--- src/design/bmb_div.sv ---
// bmb_div: restoring divider, one quotient bit per cycle
module bmb_div #(
  parameter int DIVIDEND_W = 32,
  parameter int DIVISOR_W  = 19,
  localparam int CNT_W = (DIVIDEND_W > 2) ? $clog2(DIVIDEND_W) : 1
) (
  input  logic                  clk,
  input  logic                  rst,
  input  logic                  start,
  input  logic [DIVIDEND_W-1:0] dividend,
  input  logic [DIVISOR_W-1:0]  divisor,
  output logic                  done,
  output logic [DIVIDEND_W-1:0] quotient
);

  logic                 running;
  logic [CNT_W-1:0]     cnt;
  logic [DIVISOR_W-1:0] rem;
  logic [DIVISOR_W:0]   shifted;
  logic [DIVISOR_W:0]   diff;
  logic                 fits;

  // trial subtract of the shifted remainder
  always_comb begin
    shifted = {rem, quotient[DIVIDEND_W-1]};
    diff    = shifted - {1'b0, divisor};
    fits    = shifted >= {1'b0, divisor};
  end

  // control
  always_ff @(posedge clk) begin
    if (rst) begin
      running <= 1'b0;
      done    <= 1'b0;
      cnt     <= '0;
    end else begin
      done <= 1'b0;
      if (start) begin
        running <= 1'b1;
        cnt     <= '0;
      end else if (running) begin
        cnt <= cnt + 1'b1;
        if (cnt == CNT_W'(DIVIDEND_W - 1)) begin
          running <= 1'b0;
          done    <= 1'b1;
        end
      end
    end
  end

  // remainder and quotient shift register
  always_ff @(posedge clk) begin
    if (start) begin
      rem      <= '0;
      quotient <= dividend;
    end else if (running) begin
      rem      <= fits ? diff[DIVISOR_W-1:0] : shifted[DIVISOR_W-1:0];
      quotient <= {quotient[DIVIDEND_W-2:0], fits};
    end
  end

endmodule

--- config.mk ---
export PLATFORM = sky130hd
export DESIGN_NAME = bmb_div
export DESIGN_NICKNAME = d
export VERILOG_FILES = /design/src/design/bmb_div.sv
export SDC_FILE = /design/constraint.sdc
export NUM_CORES = 1
export LEC_CHECK = 0
export BUFFER_PORTS_ARGS = -buffer_cell sky130_fd_sc_hd__buf_2
export CORE_AREA = 2 2 80 97
export DETAILED_ROUTE_END_ITERATION = 7
export DIE_AREA = 0 0 82 99
export PLACE_DENSITY_LB_ADDON = 0.3
export SLEW_MARGIN = 40
export SYNTH_ARGS = -nofsm -noshare
export SYNTH_HDL_FRONTEND = slang
export SYNTH_SLANG_ARGS = --single-unit
--- constraint.sdc ---
create_clock -name clk -period 3.8 [get_ports clk]
set_clock_uncertainty 0.2 [all_clocks]
set_input_delay 0.19 -clock clk [delete_from_list [all_inputs] [get_ports clk]]
set_output_delay 0.19 -clock clk [all_outputs]
set_load 0.01 [all_outputs]
* Word-level counts from Yosys, hierarchy flattened
Cells that the tools add are included.
** Storage, ports and cells
- Register bits :: 58
- Logic and storage cells :: 20
- Bits of input ports :: 54
- Output and inout bits :: 33
** Operators by class
- Multiplexer cells :: 7
- Reduce and logical (&&, ||, !) cells :: 3
- Add/sub/neg operators :: 2
- Bitwise logic cells :: 1
- $lt $le $gt $ge :: 1
- Equality and inequality tests :: 1
** Operators with widths (count)
- $mux 32 :: 2
- $ge 20x19->1 :: 1
- $mux 19 :: 1
- $sub 19x19->19 :: 1
- $add 5x1->5 const B :: 1
- $eq 5x5->1 const B :: 1
- $mux 1 :: 4
- $reduce_or 3->1 :: 1
- $reduce_bool 2->1 :: 1
- $reduce_or 2->1 :: 1
- $not 1->1 :: 1

* Longest topological paths before layout
Gate-level depths: netlist of the first run.
- Word-level depth :: 4
- Depth in mapped cells :: 11
- Depth with buffers taken out :: 10

* Worst setup path before layout of the first run
No wires, ideal clock.
- Path type :: register to register
- Start :: register quotient[31]
- End :: register rem[6]
- Period minus slack after synthesis :: 2832 ps
- Setup slack :: 968 ps
- Required time :: 3512 ps
- Cell stages (with the launch flop) :: 12
- Setup time :: 88 ps
- Arrival time :: 2544 ps
- Path buffers :: 1
- Path through :: edfxtp_1 > inv_1 > ha_1 > fa_1 > nand2b_1 > a21oi_2 > o311ai_4 > o211ai_4 > a211o_1 > buf_2 > nand2_1 > a311oi_2
** Between the ends
- Word-level cells in the longest chain between the ends :: 2
- Elaborated cells between the ends (all ways) :: 3
- Those cells by class :: add/sub: 1; order compare: 1; mux: 1
** RTL lines
- start: declaration :: line 13 : output logic [DIVIDEND_W-1:0] quotient
- start signal: assignment :: line 55 : quotient <= dividend;
- start signal: assignment :: line 58 : quotient <= {quotient[DIVIDEND_W-2:0], fits};
- $sub 19x19->19 or $ge 20x19->1 (tied branches) :: line 26, 27
- $mux 19 * :: line 57 : rem <= fits ? diff[DIVISOR_W-1:0] : shifted[DIVISOR_W-1:0];
- end signal: assignment :: line 57
- end: declaration :: line 18 : logic [DIVISOR_W-1:0] rem;
Mark *: on every way between the ends. The rest lies on a longest branch, timed or not.
A chain may end at the register's enable or synchronous reset.

* Final worst setup path of the first run
- Start :: register quotient[31]
- End :: register rem[4]
Same word-level chain as after synthesis.

==> run_results.csv, run 1 <==
group,metric,value,unit
status,status,"finished clean",
min_path,worstHoldStart,"divisor[0]",
sta,min_period,3.15,ns
global_routing,grt_pass1_vias,3135,
cts,htreeDepth,3,
synthesis,synth_most_common_cell,"nand2_1",
synthesis,synthTopCellsByCount,"nand2_1, edfxtp_1, mux2_2, dfxtp_1, inv_1",
power,leakagePower,1.97,nW
setup_path,reg2reg_depth,10,
setup_path,cp_top_family,"compound AO/OA/AOI/OAI gates",
setup_path,cp-end-kind,"flip-flop",
setup_path,path_cells,"inv_1, ha_1, fa_1, nand2b_1, a21oi_2, o311ai_4, o211ai_4, a211o_1, nand2_1, a311oi_2",
synthesis,synth_cells,334,
setup_path,worstPathMaxFanout,13,
synthesis,ys_seq_elements,58,
place,hpwl,5720,um
finish,drive_above_1_share,31.8,%
drt,num_vias,3041,
finish,multi_input_area,1850,um^2
setup_path,critPathLaunchType,"flip-flop",
finish,fillers,607,
place,placed_area,3980,um^2
setup_path,cp.arrival,3.20,ns
drt,post-route-drc-count,0,
sta,period_share,83.0,%
drt,drtPass1Iterations,6,
cts,cts_tree,"done",
min_path,worstHoldPathType,"in2reg",
power,ir_drop,317,uV
floorplanning,die_area,8120,um^2
sta,worst_pin_slew,0.680,ns
drt,postRouteAntennaNets,0,
finish,stdcell_count,549,
finish,design_area,4530,um^2
cts,clk_pin_slew_worst_paths,0.07,ns
finish,seqCellArea,1480,um^2
floorplanning,pin_count,87,
synthesis,synthTopCellsByArea,"edfxtp_1, dfxtp_1, mux2_2, ha_1, nand2_1",
place,numPortBuffers,86,
synthesis,synth-seq-area-share,42.6,%
sta,max_freq,317,MHz
sta,report.final.slew_viol_count,0,
run,cap_violations,0,
setup_path,required,3.84,ns
cts,ctsLongestPathBuffers,2,
synthesis,synthDistinctLibCells,53,
synthesis,synth_warnings,0,
global_routing,grtUsageTotal,23.5,%
setup_path,critPathLaunch,"quotient[31]$_DFFE_PP_",
synthesis,synth_edf_count,32,
sta,fin_setup_tns,0,ns
drt,drt_iter0_drc,117,
drt,drt_wl_total,8740,um
sta,rsz0062_at_grt,"no",
setup_path,crit_buf_inv,1,
setup_path,slowest_delay,0.49,ns
synthesis,synth_largest_area_cell,"edfxtp_1",
floorplanning,die_x,82,um
setup_path,worstReg2RegStart,"quotient[31]$_DFFE_PP_",
floorplanning,coreArea,7150,um^2
global_routing,grt_pass1_wl,14600,um
cts,cts.sinks,58,
cts,root_buffer,"clkbuf_8",
setup_path,r2r-end,"rem[4]$_SDFFE_PP0P_",
power,power_density,388,nW/um^2
finish,nets,530,
floorplanning,initial_utilization,48.6,%
global_routing,grt_overflow,0,
place,gp_congestion,0.832,
floorplanning,rows,34,
finish,antennaDiodeCount,0,
setup_path,worst-path-stages,10,
place,dp.cells,500,
synthesis,syn-cell-area,3470,um^2
setup_path,cp_slowest_cell,"a211o_1",
synthesis,yosys_most_used_dff,"edfxtp_1",
drt,wl_per_cell,15.9,um
global_routing,antenna_found_initial,0,
synthesis,syn-mean-instance-area,10.4,um^2
finish,syn_to_final_growth,30.4,%
synthesis,yosysTopAreaCellShare,27.7,%
setup_path,crit_end,"rem[4]$_SDFFE_PP0P_",
drt,via_per_inst,5.54,
synthesis,ys_async_sr_fraction,0,%
sta,setup-violations-final,0,
floorplanning,die_h,99,um
cts,worstSkewPairLatency,0.34,ns
cts,cts_resized,0,
finish,utilization,63.4,%
setup_path,critical_path_class,"reg2reg",
cts,cts_buffers,9,
sta,slew-limit-headroom,54.5,%
global_routing,grt_max_degree,34,
setup_path,r2r_slack,0.65,ns
sta,hold_viol,0,
synthesis,synth_fp_nets,410,
==> final cells by class <==
cell class,count,area share [%]
Sequential cell,58,32.7
Clock buffer,9,2.73
Multi-Input combinational cell,240,40.8
Clock inverter,7,2.07
Inverter,22,1.82
Timing Repair Buffer,123,17.4
Tap cell,90,2.48
==> worst min path at each step <==
stage / endpoint / slack (ns) / cells past startpoint
2_1_floorplan: running$_SDFF_PP0_ / 0.06 / 1
3_3_place_gp: running$_SDFF_PP0_ / 0.26 / 2
3_5_place_dp: running$_SDFF_PP0_ / 0.26 / 2
4_1_cts: rem[0]$_SDFFE_PP0P_ / 0.08 / 4
5_1_grt: rem[0]$_SDFFE_PP0P_ / 0.10 / 4
6_report: rem[0]$_SDFFE_PP0P_ / 0.1 / 4
==> cells in the final DEF, fill, tap and decap left out, types with 4 or more instances in the layout <==
| master | Yosys | routed |
|---|---|---|
| dfxtp_1 | 26 | 26 |
| xnor2_1 | 9 | 9 |
| and2_1 | 4 | 4 |
| nand2_1 | 33 | 33 |
| edfxtp_1 | 32 | 32 |
| o31ai_1 | 4 | 4 |
| o21ai_0 | 8 | 8 |
| a21oi_1 | 14 | 14 |
| nor2_1 | 19 | 19 |
| dlygate4sd3_1 | 0 | 33 |
| and3_1 | 6 | 6 |
| o21a_1 | 4 | 4 |
| mux2_2 | 32 | 32 |
| nand3_1 | 6 | 6 |
| ha_1 | 21 | 21 |
| a311oi_1 | 6 | 6 |
| nand4_1 | 6 | 6 |
| xor2_1 | 6 | 6 |
| a32oi_1 | 5 | 5 |
| nor3_1 | 7 | 7 |
| buf_4 | 0 | 4 |
| inv_1 | 22 | 22 |
| buf_2 | 3 | 86 |
| nand2b_1 | 6 | 6 |
| clkbuf_8 | 0 | 9 |
==> worst reg2reg max path: cells and delay by family, from the launching register on <==
family,cells,cell delay (ns)
compound gates,5,1.52
simple gates,2,0.36
fa+ha+maj,2,0.58
buf+inv,1,0.05
flops,1,0.36
==> routing by layer <==
metal / up-vias / wire length [um] / global-route usage (%)
met2: 97 / 4480 / 39.5
met4: 0 / 218 / 11.9
met1: 1435 / 3570 / 26.5
met3: 22 / 465 / 6.68
li1: 1487 / - / -
met5: - / 0 / 0
==> flip-flops by register name (all words and copies together) (netlist names) <==
name,count
cnt,5
quotient,32
rem,19
done,1
running,1
==> where the power goes <==
group	leakage (nW)	internal, mW	switching [mW]
clock	0.107	0.368	0.268
sequential	0.535	0.722	0.0308
combinational	1.33	0.177	0.193
==> stage by stage <==
| step | hold WS (ns) | power, mW | setup slack [ns] |
|---|---|---|---|
| floorplan | 0.0624 | 0.989 | 0.968 |
| global placement | 0.256 | 1.09 | 0.772 |
| detailed placement | 0.260 | 1.10 | 0.671 |
| CTS | 0.0845 | 1.76 | 0.649 |
| global route | 0.104 | 1.84 | 0.393 |
| finish | 0.0970 | 1.76 | 0.647 |
==> timing repair <==
action / in CTS / in global routing
buffers inserted: 0 / 0
hold buffers: 33 / 0
endpoints found under the hold margin: 39 / 0
==> cell families (layout without fill, tap and decap cells) <==
kind of cell,Yosys count,after routing,synth area share (%)
compound gates,71,71,16.5
xor+xnor,15,15,3.78
fa+ha+maj,22,22,8.14
buf+inv,36,161,4.21
flops,58,58,42.6
mux,35,35,11.2
simple gates,97,97,13.5
No activity file was read; power rests on OpenSTA's default activity.
==> run 2: changes to the inputs <==
--- a/config.mk
+++ b/config.mk
@@ -6,9 +6,9 @@
 export NUM_CORES = 1
 export LEC_CHECK = 0
 export BUFFER_PORTS_ARGS = -buffer_cell sky130_fd_sc_hd__buf_2
-export CORE_AREA = 2 2 80 97
+export CORE_AREA = 2 2 81 99
 export DETAILED_ROUTE_END_ITERATION = 7
-export DIE_AREA = 0 0 82 99
+export DIE_AREA = 0 0 83 101
 export PLACE_DENSITY_LB_ADDON = 0.3
 export SLEW_MARGIN = 40
 export SYNTH_ARGS = -nofsm -noshare
==> constraint.sdc (replaced) <==
create_clock -name clk -period 2.58 [get_ports clk]
set_clock_uncertainty 0.2 [all_clocks]
set_input_delay 0.129 -clock clk [delete_from_list [all_inputs] [get_ports clk]]
set_output_delay 0.129 -clock clk [all_outputs]
set_load 0.01 [all_outputs]
==> run 2 against run 1 <==
Effect of this change: the flow now finishes with violations (setup timing); sequential power increased by 48%; maximum frequency is 22% higher; sequential share of layout area fell by 2.7 points; critical path depth unchanged; critical path type unchanged; highest routed layer unchanged.
==> run_results.csv, run 2 (same netlist as run 1, synthesis figures left out) <==
group,metric,value,unit
sta,hold_viol,0,
power,switching_share,28.7,%
setup_path,r2r-end,"quotient[0]$_DFFE_PP_",
drt,wl_per_cell,15.8,um
min_path,worstHoldPathType,"in2reg",
sta,period_share,100,%
power,p_comb_share,23.4,%
setup_path,worstReg2RegStart,"quotient[31]$_DFFE_PP_",
run,cap_violations,0,
sta,setup-violations-final,1,
drt,post-route-drc-count,0,
floorplanning,die_x,83,um
sta,max_freq,387,MHz
finish,nets,572,
sta,slew-limit-headroom,52.6,%
finish,regMostFlops,"quotient",
drt,drt_iter0_drc,118,
power,totalPowerFinal,2.72,mW
floorplanning,coreArea,7490,um^2
place,gp_congestion,0.918,
finish,final_common_cell,"buf_2",
setup_path,cp-end-kind,"flip-flop",
power,leakagePower,2.20,nW
setup_path,worstPathMaxFanout,8,
global_routing,grt_max_degree,25,
setup_path,critical_path_class,"reg2reg",
setup_path,reg2reg_depth,10,
place,hpwl,6350,um
sta,fin_setup_tns,-0.00191,ns
cts,cts.sinks,58,
drt,num_vias,3149,
setup_path,critPathLaunchType,"flip-flop",
finish,fillers,588,
floorplanning,die_area,8380,um^2
setup_path,r2r_slack,-0.002,ns
finish,antennaDiodeCount,0,
floorplanning,initial_utilization,46.4,%
cts,ctsLongestPathBuffers,2,
power,ir_drop,473,uV
status,status,"complete, but fails checks",
global_routing,grt_pass1_wl,15100,um
global_routing,antenna_found_initial,0,
cts,worstSkewPairLatency,0.36,ns
floorplanning,die_h,101,um
global_routing,grt_overflow,0,
cts,root_buffer,"clkbuf_8",
place,numPortBuffers,86,
floorplanning,pin_count,87,
drt,drt_wl_total,9350,um
power,internal-power,1.94,mW
global_routing,grt_pass1_vias,3236,
min_path,min_to,"rem[1]$_SDFFE_PP0P_",
finish,drive_above_1_share,39.7,%
cts,cts_buffers,9,
finish,layout_common_cells,"buf_2, buf_4, dlygate4sd3_1, nand2_1",
min_path,worstHoldStart,"divisor[1]",
finish,largest_reg_flops,32,
power,power.switching,0.780,mW
floorplanning,rows,35,
setup_path,required,2.48,ns
cts,clk_pin_slew_worst_paths,0.08,ns
drt,postRouteAntennaNets,0,
finish,top_regs,"quotient: 32 flops, rem: 19 flops, cnt: 5 flops",
min_path,min_path_cells,3,
power,power_density,551,nW/um^2
status,failed_checks,"setup timing",
power,p_clk_share,35.9,%
global_routing,grtUsageTotal,22.8,%
cts,cts_tree,"done",
power,power.share.sequential,40.7,%
cts,htreeDepth,3,
drt,drtPass1Iterations,4,
sta,setup_ws,-0.00191,ns
setup_path,cp.arrival,2.48,ns
sta,worst_pin_slew,0.710,ns
sta,report.final.slew_viol_count,0,
sta,rsz0062_at_grt,"yes",
finish,syn_to_final_growth,42.2,%
drt,via_per_inst,5.31,
sta,min_period,2.58,ns
==> run 2: how the worst max path moves through the flow <==
stage | slack [ns] | end | start
floorplan | -0.14 | quotient[0]$_DFFE_PP_ | quotient[31]$_DFFE_PP_
global placement | 0.004 | quotient[0]$_DFFE_PP_ | quotient[31]$_DFFE_PP_
detailed placement | -0.05 | quotient[0]$_DFFE_PP_ | quotient[31]$_DFFE_PP_
CTS | -0.03 | rem[11]$_SDFFE_PP0P_ | quotient[31]$_DFFE_PP_
global route | -0.09 | rem[10]$_SDFFE_PP0P_ | quotient[31]$_DFFE_PP_
finish | -0.002 | quotient[0]$_DFFE_PP_ | quotient[31]$_DFFE_PP_
==> run 2: power by group through the flow <==
stage | combinational [mW] | sequential (mW) | clock [mW]
after detailed placement | 0.567 | 1.12 | 0
after CTS | 0.613 | 1.11 | 0.990
after global placement | 0.559 | 1.12 | 0
final | 0.637 | 1.11 | 0.977
after global routing | 0.696 | 1.12 | 1.03
after floorplan | 0.319 | 1.15 | 0
==> run 2: cell type report <==
cell class / count / area [um^2] / area share, %
Clock buffer: 9 / 124 / 2.51
Clock inverter: 7 / 103 / 2.08
Inverter: 22 / 82.6 / 1.67
Multi-Input combinational cell: 240 / 1900 / 38.4
Sequential cell: 58 / 1480 / 30.0
Tap cell: 92 / 115 / 2.33
Timing Repair Buffer: 165 / 1140 / 23.0
==> run 2: through the flow <==
| stage | hold WS (ns) | setup WS, ns | cells | util (%) | instance area (um^2) |
|---|---|---|---|---|---|
| global route | 0.0431 | -0.0895 | 593 | 66.0 | 4940 |
| finish | 0.0383 | -0.00191 | 593 | 66.0 | 4940 |
| detailed placement | 0.206 | -0.0512 | 536 | 57.1 | 4270 |
| floorplan | 0.00138 | -0.138 | 334 | - | 3500 |
| global placement | 0.193 | 0.00446 | 536 | 57.1 | 4270 |
| CTS | 0.0598 | -0.0341 | 588 | 64.9 | 4860 |
==> run 2: per-layer routing <==
layer	GRT usage, %	routed length (um)	vias up
li1	-	-	1562
met1	25.1	3840	1481
met2	42.4	4870	86
met3	5.08	418	20
met4	9.58	219	0
met5	0	0	-
==> run 2: what timing repair did <==
action,4_1_cts,5_1_grt
hold buffers,34,0
endpoints found under the hold margin,41,0
endpoints found under the setup margin,6,19
gates cloned,0,0
pin swaps,1,8
setup buffers,2,5
resized for setup,1,15
==> run 2: worst max-delay path, stage by stage (launching register included) <==
cell	delay, ns
edfxtp_1	0.39
inv_1	0.07
ha_2	0.18
fa_2	0.20
nand2b_4	0.13
a21oi_4	0.06
o311ai_4	0.27
o211ai_4	0.13
a211o_1	0.30
buf_6	0.15
mux2_2	0.25
==> run 3: changes to the inputs <==
==> constraint.sdc (replaced) <==
create_clock -name clk -period 2.1 [get_ports clk]
set_clock_uncertainty 0.2 [all_clocks]
set_input_delay 0.105 -clock clk [delete_from_list [all_inputs] [get_ports clk]]
set_output_delay 0.105 -clock clk [all_outputs]
set_load 0.01 [all_outputs]
==> run 3 against run 2 <==
Effect of this change: the run still ends with setup timing left; cell area is 6.2% higher; register-to-register slack got worse by 0.53 ns; total power is 25% higher; die area unchanged; largest power group unchanged; worst setup slack worse by 0.53 ns; sequential share of layout area fell by 1.8 points; global-route usage grew 2.7 points; cell count up 6.1%.
==> run_results.csv, run 3 (same netlist as run 1, synthesis figures left out) <==
group,metric,value,unit
cts,ctsLongestPathBuffers,2,
min_path,worstHoldPathType,"in2reg",
sta,worst_pin_slew,0.783,ns
cts,cts_buffers,9,
cts,htreeDepth,3,
drt,post-route-drc-count,0,
drt,via_per_inst,5.31,
drt,wl_per_cell,16.2,um
global_routing,grt_max_degree,38,
place,hpwl,6740,um
place,dp.cells,574,
power,p_comb_share,25.3,%
sta,max_freq,380,MHz
global_routing,grt_pass1_vias,3583,
drt,drtPass1Iterations,4,
global_routing,grt_pass1_wl,16900,um
finish,syn_to_final_growth,51.0,%
cts,root_buffer,"clkbuf_8",
sta,rsz0062_at_grt,"yes",
setup_path,critical_path_class,"reg2reg",
place,numPortBuffers,86,
power,switching_share,28.6,%
floorplanning,initial_utilization,46.4,%
drt,postRouteAntennaNets,0,
setup_path,r2r-end,"rem[5]$_SDFFE_PP0P_",
power,power_density,647,nW/um^2
cts,cts_tree,"done",
setup_path,required,2.16,ns
floorplanning,die_h,101,um
floorplanning,coreArea,7490,um^2
place,placed_area,4570,um^2
sta,setup_ws,-0.532,ns
sta,min_period,2.63,ns
drt,drt_iter0_drc,125,
setup_path,cp.arrival,2.69,ns
global_routing,antenna_found_initial,0,
power,p_clk_share,34.6,%
setup_path,worstPathMaxFanout,7,
finish,final_common_cell,"buf_2",
cts,cts.sinks,58,
sta,setup-violations-final,20,
finish,fillers,552,
finish,nets,608,
finish,seqCellArea,1480,um^2
drt,num_vias,3343,
status,status,"complete, but fails checks",
setup_path,crit_end,"rem[5]$_SDFFE_PP0P_",
floorplanning,rows,35,
sta,report.final.slew_viol_count,0,
global_routing,grtUsageTotal,25.5,%
sta,hold_viol,0,
finish,top_regs,"quotient: 32 flops, rem: 19 flops, cnt: 5 flops",
finish,design_area,5250,um^2
sta,period_share,125,%
setup_path,cp-end-kind,"flip-flop",
sta,slew-limit-headroom,47.7,%
floorplanning,die_area,8380,um^2
setup_path,worstReg2RegStart,"quotient[31]$_DFFE_PP_",
place,gp_congestion,0.882,
finish,regMostFlops,"quotient",
floorplanning,pin_count,87,
power,power.share.sequential,40.1,%
finish,stdcell_count,629,
cts,clk_pin_slew_worst_paths,0.07,ns
finish,multi_input_area,1930,um^2
setup_path,critPathLaunchType,"flip-flop",
finish,utilization,70.1,%
setup_path,r2r_slack,-0.53,ns
global_routing,grt_overflow,0,
status,failed_checks,"setup timing",
drt,drt_wl_total,10200,um
power,internal-power,2.42,mW
run,cap_violations,0,
power,ir_drop,471,uV
power,leakagePower,2.41,nW
setup_path,critPathLaunch,"quotient[31]$_DFFE_PP_",
min_path,worstHoldStart,"divisor[1]",
power,power.switching,0.971,mW
finish,largest_reg_flops,32,
floorplanning,die_x,83,um
finish,drive_above_1_share,44.7,%
cts,worstSkewPairLatency,0.36,ns
finish,layout_common_cells,"buf_2, buf_4, dlygate4sd3_1, mux2_2, edfxtp_1",
finish,antennaDiodeCount,0,
setup_path,reg2reg_depth,11,
[run 3: changes by cell type in the layout (fill, tap and decap cells not counted), moves of 2 or more]
| cell | previous run | this run |
|---|---|---|
| buf_4 | 40 | 75 |
| clkinv_4 | 3 | 0 |
| ha_1 | 17 | 20 |
| ha_2 | 4 | 1 |
| nand3_1 | 6 | 3 |
| nand3_2 | 0 | 3 |
| nand2_1 | 33 | 31 |
| nand2_2 | 0 | 2 |
[run 3: cell type report]
cell class                      instances  area share, %
Inverter                               22           1.57
Sequential cell                        58           28.2
Multi-Input combinational cell        240           36.8
Clock buffer                            9           2.36
Clock inverter                          7           1.76
Tap cell                               92           2.19
Timing Repair Buffer                  201           27.1
[run 3: critical path, cell delays in order, from the launching register on]
cell	delay, ns
edfxtp_1	0.39
inv_1	0.07
ha_2	0.18
fa_2	0.20
nand2b_4	0.13
a21oi_4	0.06
o311ai_4	0.29
o211ai_4	0.13
a211oi_4	0.37
buf_6	0.19
nand2_1	0.07
a311oi_2	0.26
[run 3: worst min-delay path by stage]
stage / to / slack, ns / depth (start not counted)
2_1_floorplan: running$_SDFF_PP0_ / -0.02 / 1
3_3_place_gp: running$_SDFF_PP0_ / 0.17 / 2
3_5_place_dp: cnt[0]$_SDFFE_PP0P_ / 0.18 / 2
4_1_cts: rem[1]$_SDFFE_PP0P_ / 0.006 / 3
5_1_grt: rem[1]$_SDFFE_PP0P_ / 0.02 / 3
6_report: rem[1]$_SDFFE_PP0P_ / 0.02 / 3
[run 3: power groups by stage]
stage          combinational [mW]  clock, mW  sequential [mW]
5_1_grt                     0.936       1.24             1.37
2_1_floorplan               0.392          0             1.41
6_report                    0.860       1.17             1.36
3_3_place_gp                0.749          0             1.38
3_5_place_dp                0.767          0             1.38
4_1_cts                     0.832       1.18             1.36
[run 3: per-layer routing]
metal  track usage [%]  up-vias  share of wire, %
li1                  -     1638                 -
met1              27.2     1583                39
met2              48.4       99                54
met3              5.90       23               4.7
met4              10.7        0               2.6
met5                 0        -                 0
[run 3: through the flow]
| step | hold slack (ns) | power [mW] | worst slack [ns] | TNS, ns |
|---|---|---|---|---|
| final | 0.0177 | 3.40 | -0.532 | -9.30 |
| after global routing | 0.0232 | 3.55 | -0.698 | -12.35 |
| after CTS | 0.00634 | 3.37 | -0.578 | -9.37 |
| after detailed placement | 0.182 | 2.14 | -0.547 | -9.52 |
| after global placement | 0.166 | 2.13 | -0.491 | -8.20 |
| after floorplan | -0.0226 | 1.80 | -0.618 | -9.76 |
[run 3: timing repair]
item / in CTS / in global routing
cloned: 1 / 0
endpoints found under the setup margin: 20 / 20
hold buffers: 33 / 0
hold endpoints to repair: 39 / 0
buffers inserted: 2 / 4
gates resized for setup: 11 / 13
pin swaps: 9 / 13
